## src/hdl/cdt_pkg.sv

```systemverilog
// cdt_pkg: shared types, codes and helpers for the countdown timer
// no dependencies; compiled first
package cdt_pkg;

    localparam int unsigned CfgIndexWidth = 3;
    localparam int unsigned CfgDataWidth  = 32;
    localparam int unsigned MaxDurWidth   = 24;
    localparam int unsigned SecsWidth     = 32;
    localparam int unsigned PresetWidth   = 31;

    typedef logic [CfgIndexWidth-1:0] cfg_index_t;
    typedef logic [CfgDataWidth-1:0]  cfg_data_t;
    typedef logic [3:0]               req_type_t;
    typedef logic [1:0]               remote_state_t;
    typedef logic [1:0]               timer_status_t;
    typedef logic [MaxDurWidth-1:0]   max_dur_t;
    typedef logic [PresetWidth-1:0]   preset_t;

    // request codes
    localparam req_type_t REQ_TICK         = 4'd0;
    localparam req_type_t REQ_SET_PRESET   = 4'd1;
    localparam req_type_t REQ_START_PRESET = 4'd2;
    localparam req_type_t REQ_START_VALUE  = 4'd3;
    localparam req_type_t REQ_PAUSE        = 4'd4;
    localparam req_type_t REQ_RESUME       = 4'd5;
    localparam req_type_t REQ_CANCEL       = 4'd6;
    localparam req_type_t REQ_REMOTE_STATE = 4'd7;
    localparam req_type_t REQ_REMOTE_REM   = 4'd8;

    // remote state codes
    localparam remote_state_t RS_IDLE   = 2'd0;
    localparam remote_state_t RS_PAUSED = 2'd1;
    localparam remote_state_t RS_ACTIVE = 2'd2;
    localparam remote_state_t RS_OTHER  = 2'd3;

    // reported status codes
    localparam timer_status_t ST_STOPPED         = 2'd0;
    localparam timer_status_t ST_PAUSED          = 2'd1;
    localparam timer_status_t ST_RUNNING_OVERDUE = 2'd2;
    localparam timer_status_t ST_RUNNING         = 2'd3;

    // configuration register indexes
    localparam cfg_index_t CFG_MAX_DURATION   = 3'd0;
    localparam cfg_index_t CFG_SYNC_ENABLE    = 3'd1;
    localparam cfg_index_t CFG_REMOTE_STATE   = 3'd2;
    localparam cfg_index_t CFG_REMOTE_REM     = 3'd3;
    localparam cfg_index_t CFG_SYNC_INTERVAL  = 3'd4;

    // remote reports of half a second or less are ignored (Q24.8)
    localparam logic [31:0] HALF_SECOND_Q8 = 32'd128;

    // negative to zero, above a nonzero maximum to the maximum
    function automatic preset_t clamp_secs(input logic signed [SecsWidth-1:0] s,
                                           input max_dur_t max_dur);
        preset_t res;
        if (s < 0) begin
            res = '0;
        end else if ((max_dur != '0) &&
                     (s > $signed({{(SecsWidth-MaxDurWidth){1'b0}}, max_dur}))) begin
            res = {{(PresetWidth-MaxDurWidth){1'b0}}, max_dur};
        end else begin
            res = s[PresetWidth-1:0];
        end
        return res;
    endfunction

endpackage

```

## src/hdl/cdt_cfg_if.sv

```systemverilog
// cdt_cfg_if: configuration write channel (index and data)
// depends on cdt_pkg
interface cdt_cfg_if;
    import cdt_pkg::*;

    logic       valid;
    logic       ready;
    cfg_index_t index;
    cfg_data_t  data;

    modport source (output valid, output index, output data, input ready);
    modport sink (input valid, input index, input data, output ready);
endinterface

```

## src/hdl/cdt_req_if.sv

```systemverilog
// cdt_req_if: request channel carrying one command item per transfer
// depends on cdt_pkg
interface cdt_req_if;
    import cdt_pkg::*;

    logic                 valid;
    logic                 ready;
    req_type_t            req_type;
    logic signed [31:0]   seconds_value;
    remote_state_t        remote_state;
    logic [31:0]          remote_remaining;
    logic [31:0]          now_ms;

    modport source (output valid, output req_type, output seconds_value,
                    output remote_state, output remote_remaining, output now_ms,
                    input ready);
    modport sink (input valid, input req_type, input seconds_value,
                  input remote_state, input remote_remaining, input now_ms,
                  output ready);
endinterface

```

## src/hdl/cdt_rsp_if.sv

```systemverilog
// cdt_rsp_if: result channel carrying count, status and event flags
// depends on cdt_pkg
interface cdt_rsp_if;
    import cdt_pkg::*;

    logic                 valid;
    logic                 ready;
    logic signed [31:0]   remaining_count;
    preset_t              preset_count;
    timer_status_t        timer_status;
    logic                 overdue_flag;
    logic                 synced_flag;
    logic                 ev_started;
    logic                 ev_paused;
    logic                 ev_resumed;
    logic                 ev_cancelled;
    logic                 ev_finished;
    logic                 ev_ticked;
    logic                 ev_from_remote;

    modport source (output valid, output remaining_count, output preset_count,
                    output timer_status, output overdue_flag, output synced_flag,
                    output ev_started, output ev_paused, output ev_resumed,
                    output ev_cancelled, output ev_finished, output ev_ticked,
                    output ev_from_remote, input ready);
    modport sink (input valid, input remaining_count, input preset_count,
                  input timer_status, input overdue_flag, input synced_flag,
                  input ev_started, input ev_paused, input ev_resumed,
                  input ev_cancelled, input ev_finished, input ev_ticked,
                  input ev_from_remote, output ready);
endinterface

```

## src/hdl/countdown_timer_with_remote_sync_top.sv

```systemverilog
// countdown_timer_with_remote_sync_top: seconds countdown timer with remote sync
// the result is registered and valid in the cycle after the request transfer
// throughput: one request per cycle while results are taken; the result register frees as it is taken
// reset (rst_n low, asynchronous): stopped, all counts, marks and registers zero
// depends on cdt_pkg, cdt_cfg_if, cdt_req_if, cdt_rsp_if
module countdown_timer_with_remote_sync_top (
    input  logic          clk,
    input  logic          rst_n,
    cdt_cfg_if.sink       cfg,
    cdt_req_if.sink       req,
    cdt_rsp_if.source     rsp
);
    import cdt_pkg::*;

    typedef enum logic [1:0] {
        PH_STOPPED,
        PH_PAUSED,
        PH_RUNNING
    } phase_t;

    typedef struct packed {
        logic started;
        logic paused;
        logic resumed;
        logic cancelled;
        logic finished;
        logic ticked;
        logic from_remote;
    } ev_t;

    // configuration
    max_dur_t           max_duration_reg;
    logic               sync_enable_reg;
    logic               rs_present_reg;
    logic               rr_present_reg;
    logic [31:0]        sync_interval_reg;

    // timer state
    phase_t             phase_reg, phase_next;
    logic signed [31:0] remaining_reg, remaining_next;
    preset_t            preset_reg, preset_next;
    logic               overdue_reg, overdue_next;
    logic               synced_reg, synced_next;
    logic [31:0]        last_sync_reg, last_sync_next;
    max_dur_t           last_remote_reg, last_remote_next;

    // result register
    logic               valid_reg;
    ev_t                ev_reg, ev_next;

    logic               accept;
    logic               sync_possible;
    logic signed [31:0] rem_dec;
    max_dur_t           rs_state;
    preset_t            rs_start;
    max_dur_t           rs_rem;
    logic [31:0]        elapsed;
    preset_t            clamp_value;
    preset_t            clamp_remote;

    assign cfg.ready = 1'b1;
    assign req.ready = !valid_reg || rsp.ready;
    assign accept    = req.valid && req.ready;

    assign sync_possible = sync_enable_reg && (rs_present_reg || rr_present_reg);
    assign rem_dec = (remaining_reg == 32'sh8000_0000) ? remaining_reg
                                                       : remaining_reg - 32'sd1;
    assign rs_state = rr_present_reg ? last_remote_reg : '0;
    assign rs_start = (rs_state == '0) ? preset_reg
                                       : {{(PresetWidth-MaxDurWidth){1'b0}}, rs_state};
    assign rs_rem   = req.remote_remaining[31:8];
    assign elapsed  = req.now_ms - last_sync_reg;

    // start value for local starts and remote active
    always_comb
    begin
        unique case (req.req_type)
            REQ_START_VALUE:  clamp_value = clamp_secs(req.seconds_value, max_duration_reg);
            REQ_REMOTE_STATE: clamp_value = clamp_secs($signed({1'b0, rs_start}),
                                                       max_duration_reg);
            default:          clamp_value = clamp_secs($signed({1'b0, preset_reg}),
                                                       max_duration_reg);
        endcase
    end

    // remote seconds adopted while stopped
    always_comb
    begin
        if (req.req_type == REQ_REMOTE_REM) begin
            clamp_remote = clamp_secs($signed({8'd0, rs_rem}), max_duration_reg);
        end else begin
            clamp_remote = clamp_secs($signed({8'd0, rs_state}), max_duration_reg);
        end
    end

    always_comb
    begin
        phase_next       = phase_reg;
        remaining_next   = remaining_reg;
        preset_next      = preset_reg;
        overdue_next     = overdue_reg;
        synced_next      = synced_reg;
        last_sync_next   = last_sync_reg;
        last_remote_next = last_remote_reg;
        ev_next          = '0;

        unique case (req.req_type)
            REQ_TICK:
            begin
                if (phase_reg == PH_RUNNING) begin
                    remaining_next = rem_dec;
                    if ((rem_dec <= 0) && !overdue_reg) begin
                        overdue_next     = 1'b1;
                        ev_next.finished = 1'b1;
                    end
                    ev_next.ticked = 1'b1;
                end
            end
            REQ_SET_PRESET:
            begin
                preset_next = clamp_secs(req.seconds_value, max_duration_reg);
            end
            REQ_START_PRESET, REQ_START_VALUE:
            begin
                preset_next     = clamp_value;
                remaining_next  = $signed({1'b0, clamp_value});
                phase_next      = PH_RUNNING;
                overdue_next    = 1'b0;
                synced_next     = sync_possible;
                ev_next.started = 1'b1;
            end
            REQ_PAUSE:
            begin
                if (phase_reg == PH_RUNNING) begin
                    phase_next     = PH_PAUSED;
                    ev_next.paused = 1'b1;
                end
            end
            REQ_RESUME:
            begin
                if (phase_reg == PH_PAUSED) begin
                    phase_next      = PH_RUNNING;
                    synced_next     = sync_possible;
                    ev_next.resumed = 1'b1;
                end
            end
            REQ_CANCEL:
            begin
                phase_next        = PH_STOPPED;
                remaining_next    = '0;
                overdue_next      = 1'b0;
                synced_next       = 1'b0;
                ev_next.cancelled = 1'b1;
            end
            REQ_REMOTE_STATE:
            begin
                if (rs_present_reg && sync_enable_reg) begin
                    synced_next = sync_possible;
                    unique case (req.remote_state)
                        RS_IDLE:
                        begin
                            if ((phase_reg != PH_STOPPED) && (remaining_reg > 0)) begin
                                phase_next          = PH_STOPPED;
                                remaining_next      = '0;
                                overdue_next        = 1'b0;
                                synced_next         = 1'b0;
                                ev_next.cancelled   = 1'b1;
                                ev_next.from_remote = 1'b1;
                            end
                        end
                        RS_PAUSED:
                        begin
                            if (phase_reg == PH_RUNNING) begin
                                phase_next          = PH_PAUSED;
                                ev_next.paused      = 1'b1;
                                ev_next.from_remote = 1'b1;
                            end else if ((phase_reg == PH_STOPPED) && (rs_state != '0)) begin
                                preset_next    = clamp_remote;
                                remaining_next = $signed({8'd0, rs_state});
                                phase_next     = PH_PAUSED;
                                overdue_next   = 1'b0;
                            end
                        end
                        RS_ACTIVE:
                        begin
                            if (phase_reg == PH_PAUSED) begin
                                phase_next          = PH_RUNNING;
                                ev_next.resumed     = 1'b1;
                                ev_next.from_remote = 1'b1;
                            end else if (phase_reg == PH_STOPPED) begin
                                preset_next         = clamp_value;
                                remaining_next      = $signed({1'b0, clamp_value});
                                phase_next          = PH_RUNNING;
                                overdue_next        = 1'b0;
                                ev_next.started     = 1'b1;
                                ev_next.from_remote = 1'b1;
                            end
                        end
                        RS_OTHER:
                        begin
                        end
                        default:
                        begin
                        end
                    endcase
                end
            end
            REQ_REMOTE_REM:
            begin
                if (rr_present_reg) begin
                    last_remote_next = rs_rem;
                    if (sync_enable_reg) begin
                        synced_next = sync_possible;
                        if (req.remote_remaining > HALF_SECOND_Q8) begin
                            if (phase_reg == PH_STOPPED) begin
                                if (rs_rem != '0) begin
                                    preset_next    = clamp_remote;
                                    remaining_next = $signed({8'd0, rs_rem});
                                    phase_next     = PH_RUNNING;
                                    overdue_next   = 1'b0;
                                end
                            end else if ((elapsed >= sync_interval_reg) && (rs_rem != '0)) begin
                                remaining_next = $signed({8'd0, rs_rem});
                                last_sync_next = req.now_ms;
                            end
                        end
                    end
                end
            end
            default:
            begin
            end
        endcase
    end

    always_ff @(posedge clk or negedge rst_n)
    begin
        if (!rst_n) begin
            max_duration_reg  <= '0;
            sync_enable_reg   <= 1'b0;
            rs_present_reg    <= 1'b0;
            rr_present_reg    <= 1'b0;
            sync_interval_reg <= '0;
        end else if (cfg.valid) begin
            unique case (cfg.index)
                CFG_MAX_DURATION:  max_duration_reg  <= cfg.data[MaxDurWidth-1:0];
                CFG_SYNC_ENABLE:   sync_enable_reg   <= cfg.data[0];
                CFG_REMOTE_STATE:  rs_present_reg    <= cfg.data[0];
                CFG_REMOTE_REM:    rr_present_reg    <= cfg.data[0];
                CFG_SYNC_INTERVAL: sync_interval_reg <= cfg.data;
                default:
                begin
                end
            endcase
        end
    end

    always_ff @(posedge clk or negedge rst_n)
    begin
        if (!rst_n) begin
            phase_reg       <= PH_STOPPED;
            remaining_reg   <= '0;
            preset_reg      <= '0;
            overdue_reg     <= 1'b0;
            synced_reg      <= 1'b0;
            last_sync_reg   <= '0;
            last_remote_reg <= '0;
            valid_reg       <= 1'b0;
            ev_reg          <= '0;
        end else if (accept) begin
            phase_reg       <= phase_next;
            remaining_reg   <= remaining_next;
            preset_reg      <= preset_next;
            overdue_reg     <= overdue_next;
            synced_reg      <= synced_next;
            last_sync_reg   <= last_sync_next;
            last_remote_reg <= last_remote_next;
            valid_reg       <= 1'b1;
            ev_reg          <= ev_next;
        end else if (rsp.ready) begin
            valid_reg <= 1'b0;
        end
    end

    // state only moves on a transfer, so the state registers are the result
    always_comb
    begin
        unique case (phase_reg)
            PH_STOPPED: rsp.timer_status = ST_STOPPED;
            PH_PAUSED:  rsp.timer_status = ST_PAUSED;
            default:    rsp.timer_status = overdue_reg ? ST_RUNNING_OVERDUE : ST_RUNNING;
        endcase
    end

    assign rsp.valid           = valid_reg;
    assign rsp.remaining_count = remaining_reg;
    assign rsp.preset_count    = preset_reg;
    assign rsp.overdue_flag    = overdue_reg;
    assign rsp.synced_flag     = synced_reg;
    assign rsp.ev_started      = ev_reg.started;
    assign rsp.ev_paused       = ev_reg.paused;
    assign rsp.ev_resumed      = ev_reg.resumed;
    assign rsp.ev_cancelled    = ev_reg.cancelled;
    assign rsp.ev_finished     = ev_reg.finished;
    assign rsp.ev_ticked       = ev_reg.ticked;
    assign rsp.ev_from_remote  = ev_reg.from_remote;

endmodule

```

## src/flat_wrapper.sv

```systemverilog
// flat-port wrapper written by rule: the top's interface ports become plain ports
module countdown_timer_with_remote_sync_top_flat import cdt_pkg::*;
  (clk, rst_n, cfg_valid, cfg_index, cfg_data, cfg_ready, req_valid, req_req_type, req_seconds_value, req_remote_state, req_remote_remaining, req_now_ms, req_ready, rsp_valid, rsp_remaining_count, rsp_preset_count, rsp_timer_status, rsp_overdue_flag, rsp_synced_flag, rsp_ev_started, rsp_ev_paused, rsp_ev_resumed, rsp_ev_cancelled, rsp_ev_finished, rsp_ev_ticked, rsp_ev_from_remote, rsp_ready);
  cdt_cfg_if cfg_i ();
  cdt_req_if req_i ();
  cdt_rsp_if rsp_i ();
  input  logic clk;
  input  logic rst_n;
  input wire logic [$bits(cfg_i.valid)-1:0] cfg_valid;
  input wire logic [$bits(cfg_i.index)-1:0] cfg_index;
  input wire logic [$bits(cfg_i.data)-1:0] cfg_data;
  output wire logic [$bits(cfg_i.ready)-1:0] cfg_ready;
  input wire logic [$bits(req_i.valid)-1:0] req_valid;
  input wire logic [$bits(req_i.req_type)-1:0] req_req_type;
  input wire logic [$bits(req_i.seconds_value)-1:0] req_seconds_value;
  input wire logic [$bits(req_i.remote_state)-1:0] req_remote_state;
  input wire logic [$bits(req_i.remote_remaining)-1:0] req_remote_remaining;
  input wire logic [$bits(req_i.now_ms)-1:0] req_now_ms;
  output wire logic [$bits(req_i.ready)-1:0] req_ready;
  output wire logic [$bits(rsp_i.valid)-1:0] rsp_valid;
  output wire logic [$bits(rsp_i.remaining_count)-1:0] rsp_remaining_count;
  output wire logic [$bits(rsp_i.preset_count)-1:0] rsp_preset_count;
  output wire logic [$bits(rsp_i.timer_status)-1:0] rsp_timer_status;
  output wire logic [$bits(rsp_i.overdue_flag)-1:0] rsp_overdue_flag;
  output wire logic [$bits(rsp_i.synced_flag)-1:0] rsp_synced_flag;
  output wire logic [$bits(rsp_i.ev_started)-1:0] rsp_ev_started;
  output wire logic [$bits(rsp_i.ev_paused)-1:0] rsp_ev_paused;
  output wire logic [$bits(rsp_i.ev_resumed)-1:0] rsp_ev_resumed;
  output wire logic [$bits(rsp_i.ev_cancelled)-1:0] rsp_ev_cancelled;
  output wire logic [$bits(rsp_i.ev_finished)-1:0] rsp_ev_finished;
  output wire logic [$bits(rsp_i.ev_ticked)-1:0] rsp_ev_ticked;
  output wire logic [$bits(rsp_i.ev_from_remote)-1:0] rsp_ev_from_remote;
  input wire logic [$bits(rsp_i.ready)-1:0] rsp_ready;
  assign cfg_i.valid = cfg_valid;
  assign cfg_i.index = cfg_index;
  assign cfg_i.data = cfg_data;
  assign cfg_ready = cfg_i.ready;
  assign req_i.valid = req_valid;
  assign req_i.req_type = req_req_type;
  assign req_i.seconds_value = req_seconds_value;
  assign req_i.remote_state = req_remote_state;
  assign req_i.remote_remaining = req_remote_remaining;
  assign req_i.now_ms = req_now_ms;
  assign req_ready = req_i.ready;
  assign rsp_valid = rsp_i.valid;
  assign rsp_remaining_count = rsp_i.remaining_count;
  assign rsp_preset_count = rsp_i.preset_count;
  assign rsp_timer_status = rsp_i.timer_status;
  assign rsp_overdue_flag = rsp_i.overdue_flag;
  assign rsp_synced_flag = rsp_i.synced_flag;
  assign rsp_ev_started = rsp_i.ev_started;
  assign rsp_ev_paused = rsp_i.ev_paused;
  assign rsp_ev_resumed = rsp_i.ev_resumed;
  assign rsp_ev_cancelled = rsp_i.ev_cancelled;
  assign rsp_ev_finished = rsp_i.ev_finished;
  assign rsp_ev_ticked = rsp_i.ev_ticked;
  assign rsp_ev_from_remote = rsp_i.ev_from_remote;
  assign rsp_i.ready = rsp_ready;
  countdown_timer_with_remote_sync_top u_core (.clk(clk), .rst_n(rst_n), .cfg(cfg_i), .req(req_i), .rsp(rsp_i));
endmodule
```

## config.mk

```make
export PLATFORM = sky130hd
export DESIGN_NAME = countdown_timer_with_remote_sync_top_flat
export DESIGN_NICKNAME = d
export VERILOG_FILES = /design/src/hdl/cdt_pkg.sv /design/src/hdl/cdt_cfg_if.sv /design/src/hdl/cdt_req_if.sv /design/src/hdl/cdt_rsp_if.sv /design/src/hdl/countdown_timer_with_remote_sync_top.sv /design/src/flat_wrapper.sv
export SDC_FILE = /design/constraint.sdc
export NUM_CORES = 1
export LEC_CHECK = 0
export BUFFER_PORTS_ARGS = -buffer_cell sky130_fd_sc_hd__buf_2
export CAP_MARGIN = 15
export CELL_PAD_IN_SITES_DETAIL_PLACEMENT = 1
export CELL_PAD_IN_SITES_GLOBAL_PLACEMENT = 1
export CORE_MARGIN = 2
export CORE_UTILIZATION = 47
export CTS_CLUSTER_SIZE = 20
export DETAILED_ROUTE_END_ITERATION = 10
export PLACE_DENSITY = 0.94
export SYNTH_ARGS = -nofsm -noshare
export SYNTH_HDL_FRONTEND = slang
export SYNTH_SLANG_ARGS = --single-unit
```

## constraint.sdc

```tcl
create_clock -name clk -period 10.5 [get_ports clk]
set_input_delay 2.1 -clock clk [delete_from_list [all_inputs] [get_ports clk]]
set_output_delay 2.1 -clock clk [all_outputs]
set_load 0.005 [all_outputs]
```

==> flow_summary.ini <==
[status]
status = finished, final reports clean

[hold_path]
min-delay-start = u_core.rsp.ev_ticked
holdCritPathClass = flop to flop
hold_depth = 2
hold_end = u_core.rsp.ev_ticked

[logic_synthesis]
async_flop_share_pct = 100
yosys_warnings = 0
yosysSeqAreaShare_pct = 27.4
yosysUniqueCellTypes = 87
synth_flop_cell = dfrtp_1
synth_area_mm2 = 0.0173
syn-num-nets = 2479
ys_seq_elements = 190
postSynthCellCount = 2145
synth_enable_flop_cells = 0
syn_area_per_cell_um2 = 8.08

[cells_and_area]
filler_cell_count = 4488
nets = 2633
drive_gt1_share_pct = 14.9
final_common_cell = o21ai_0
areaGrowthSynthToFinish_pct = 12.5
final_cell_mix = 219 x o21ai_0, 208 x buf_2, 205 x nand2_1

[route]
drt-initial-drc-count = 1564
via_per_inst = 6.91
first_pass_iters = 6
vias = 19200
routedWlPerCell_um = 28.9
drc = 0
ant_nets = 0
drt-total-wl_mm = 80.5

[floorplanning]
rows = 70
initial_core_util_pct = 47.6
coreArea_mm2 = 0.0364
io_pins = 219
dieArea_mm2 = 0.0384
chipWidth_um = 196
dieHeight_um = 196

[cts]
post_cts_buffers = 0
clk_latency_ns = 0.48
clockBufferDepth = 2
cts-buffers-inserted = 17
tritoncts = yes
htree_levels = 4
cts.clk_slew.worst_paths_ns = 0.08
cts_resized = 0
hold_buffers = 0
cts.sinks = 190
clockRootBuffer = clkbuf_16

[power]
p_int_mw = 1.91
ir_drop_mv = 0.134
clkPwrFrac_pct = 19.4
power.share.switching_pct = 47.5
switchingPower_mw = 1.73
powerDensity_mw_per_mm2 = 187
seq_power_share_pct = 32.2
combPwrFrac_pct = 48.5
p_leak_nw = 8.97

[sta]
worst_pin_slew_ns = 1.12
slew_headroom_pct = 25.4
finalSetupTns_ns = 0
slew_violations = 0
finClkSkew_ns = 0.0148
fin_ws_ns = 1.93
post-route-period-util_pct = 81.6
fin_crit_ns = 8.57
rsz0062_at_grt = false
finalHoldViolCount = 0
hold_ws_ns = 0.480
fmax_mhz = 117
setup_viol = 0

[job]
drv_cap = 0

[setup_path]
start_kind = primary input
critPathKind = primary input to flop
end_kind = flop
reg2reg_from = u_core.last_sync_reg[10]
arrival_ns = 8.91
critPathRequiredTime_ns = 10.83
reg2regPathDepth = 22
r2r-end = u_core.rsp.remaining_count[23]
r2r_slack_ns = 3.28
cp_max_fo = 41

[global_route]
grt_max_degree = 83
use_met3_pct = 9.35
grt_pass1_wl_mm = 121
first_global_vias = 20100
met1_usage_pct = 51.3
use_met2_pct = 68.1
gr-max-usage-layer = met2
track_usage_pct = 41.6
antenna_found_initial = 2
grt-ovfl-total = 0

[placed_design]
dp_hpwl_mm = 59.6
post-place-ws_ns = 2.02
placement.io_buffers = 209
place_congestion = 1.01
## how the worst max path moves through the flow
stage	startpoint	endpoint	slack [ns]
global route	req_now_ms[10]	u_core.rsp.remaining_count[24]	1.70
floorplan	req_now_ms[0]	u_core.rsp.remaining_count[11]	3.60
global placement	req_now_ms[0]	u_core.rsp.remaining_count[23]	2.29
CTS	req_now_ms[0]	u_core.rsp.remaining_count[24]	2.34
detailed placement	req_now_ms[10]	u_core.rsp.remaining_count[24]	2.02
finish	req_now_ms[10]	u_core.rsp.remaining_count[23]	1.93
## through the flow
stage,cells,power (mW),util (%),instance area (um2)
global placement,2746,2.74,51.7,18800
global route,2780,3.83,53.5,19500
detailed placement,2746,2.85,51.7,18800
CTS,2778,3.58,53.4,19400
finish,2782,3.64,53.5,19500
floorplan,2145,2.15,-,17300
## power groups by stage
stage                     logic, mW  registers [mW]  clock network (mW)
after floorplan                1.10            1.05                   0
after global placement         1.59            1.15                   0
after detailed placement       1.68            1.17                   0
after CTS                      1.72            1.15               0.710
after global routing           1.92            1.18               0.734
final                          1.76            1.17               0.706
## synthesized netlist by cell type (all sizes together) (9+ instances only)
cell,n,area [um2]
nand3b,9,67.6
nand2,207,787
nor3,50,265
nor4,35,255
and4,10,87.6
nand3,74,370
xor2,11,96.3
nand2b,15,93.8
and2,38,238
a22oi,26,195
o21bai,10,75.1
nor2b,18,113
o21ai,222,1110
a21o,49,368
buf,17,96.3
a21oi,155,776
a31oi,42,269
inv,125,469
o21a,10,75.1
o22ai,33,206
and3,11,75.1
mux2i,72,721
a2111oi,11,96.3
ha,191,2390
nor2,144,541
dfrtp,190,4750
o31ai,14,105
o221ai,17,149
o211ai,21,158
xnor2,26,228
mux2,33,372
a211oi,22,165
a221oi,26,228
nand4,25,156
clkbuf,89,334
## kinds of logic after synthesis
logic type | after synthesis | share of synthesized area, %
mux | 105 | 6.30
compound gates | 719 | 26.2
xor+xnor | 37 | 1.87
buf+inv | 232 | 5.21
other cells | 1 | 0.0216
simple gates | 669 | 19.1
flops | 190 | 27.4
fa+ha+maj | 192 | 13.9
## critical path: stages
cell and delay [ns]:
buf_2 0.11, ha_1 0.39, and4_1 0.36, nand4_1 0.17
a211oi_1 0.52, o31ai_1 0.29, o311ai_0 0.85, nand2_1 0.20
o21bai_1 0.20, a21oi_1 0.10, xnor2_1 0.15, ha_1 0.20
a2111oi_0 0.45, o21ai_0 0.18, a31o_2 0.28, a221o_1 0.36
a31oi_1 0.44, a311o_1 0.27, buf_4 0.39, nor2_1 0.37
nand2_1 0.35, o221ai_1 0.15
## layer usage
layer | wire, um | part of all wire, %
met1 | 31500 | 39
met2 | 37100 | 46
met3 | 7510 | 9.3
met4 | 4410 | 5.5
met5 | 13 | 0.016
## cell type report
type | count | area, um2 | area share, %
clock inverters | 15 | 188 | 0.963
well taps | 468 | 586 | 3.00
repair buffers | 241 | 1320 | 6.78
inverters | 126 | 473 | 2.43
diodes | 2 | 5.00 | 0.0257
multi-input cells | 1723 | 11700 | 60.2
clock buffers | 17 | 425 | 2.18
flip-flops and latches | 190 | 4750 | 24.4
Power figures use the tool's default switching activity.
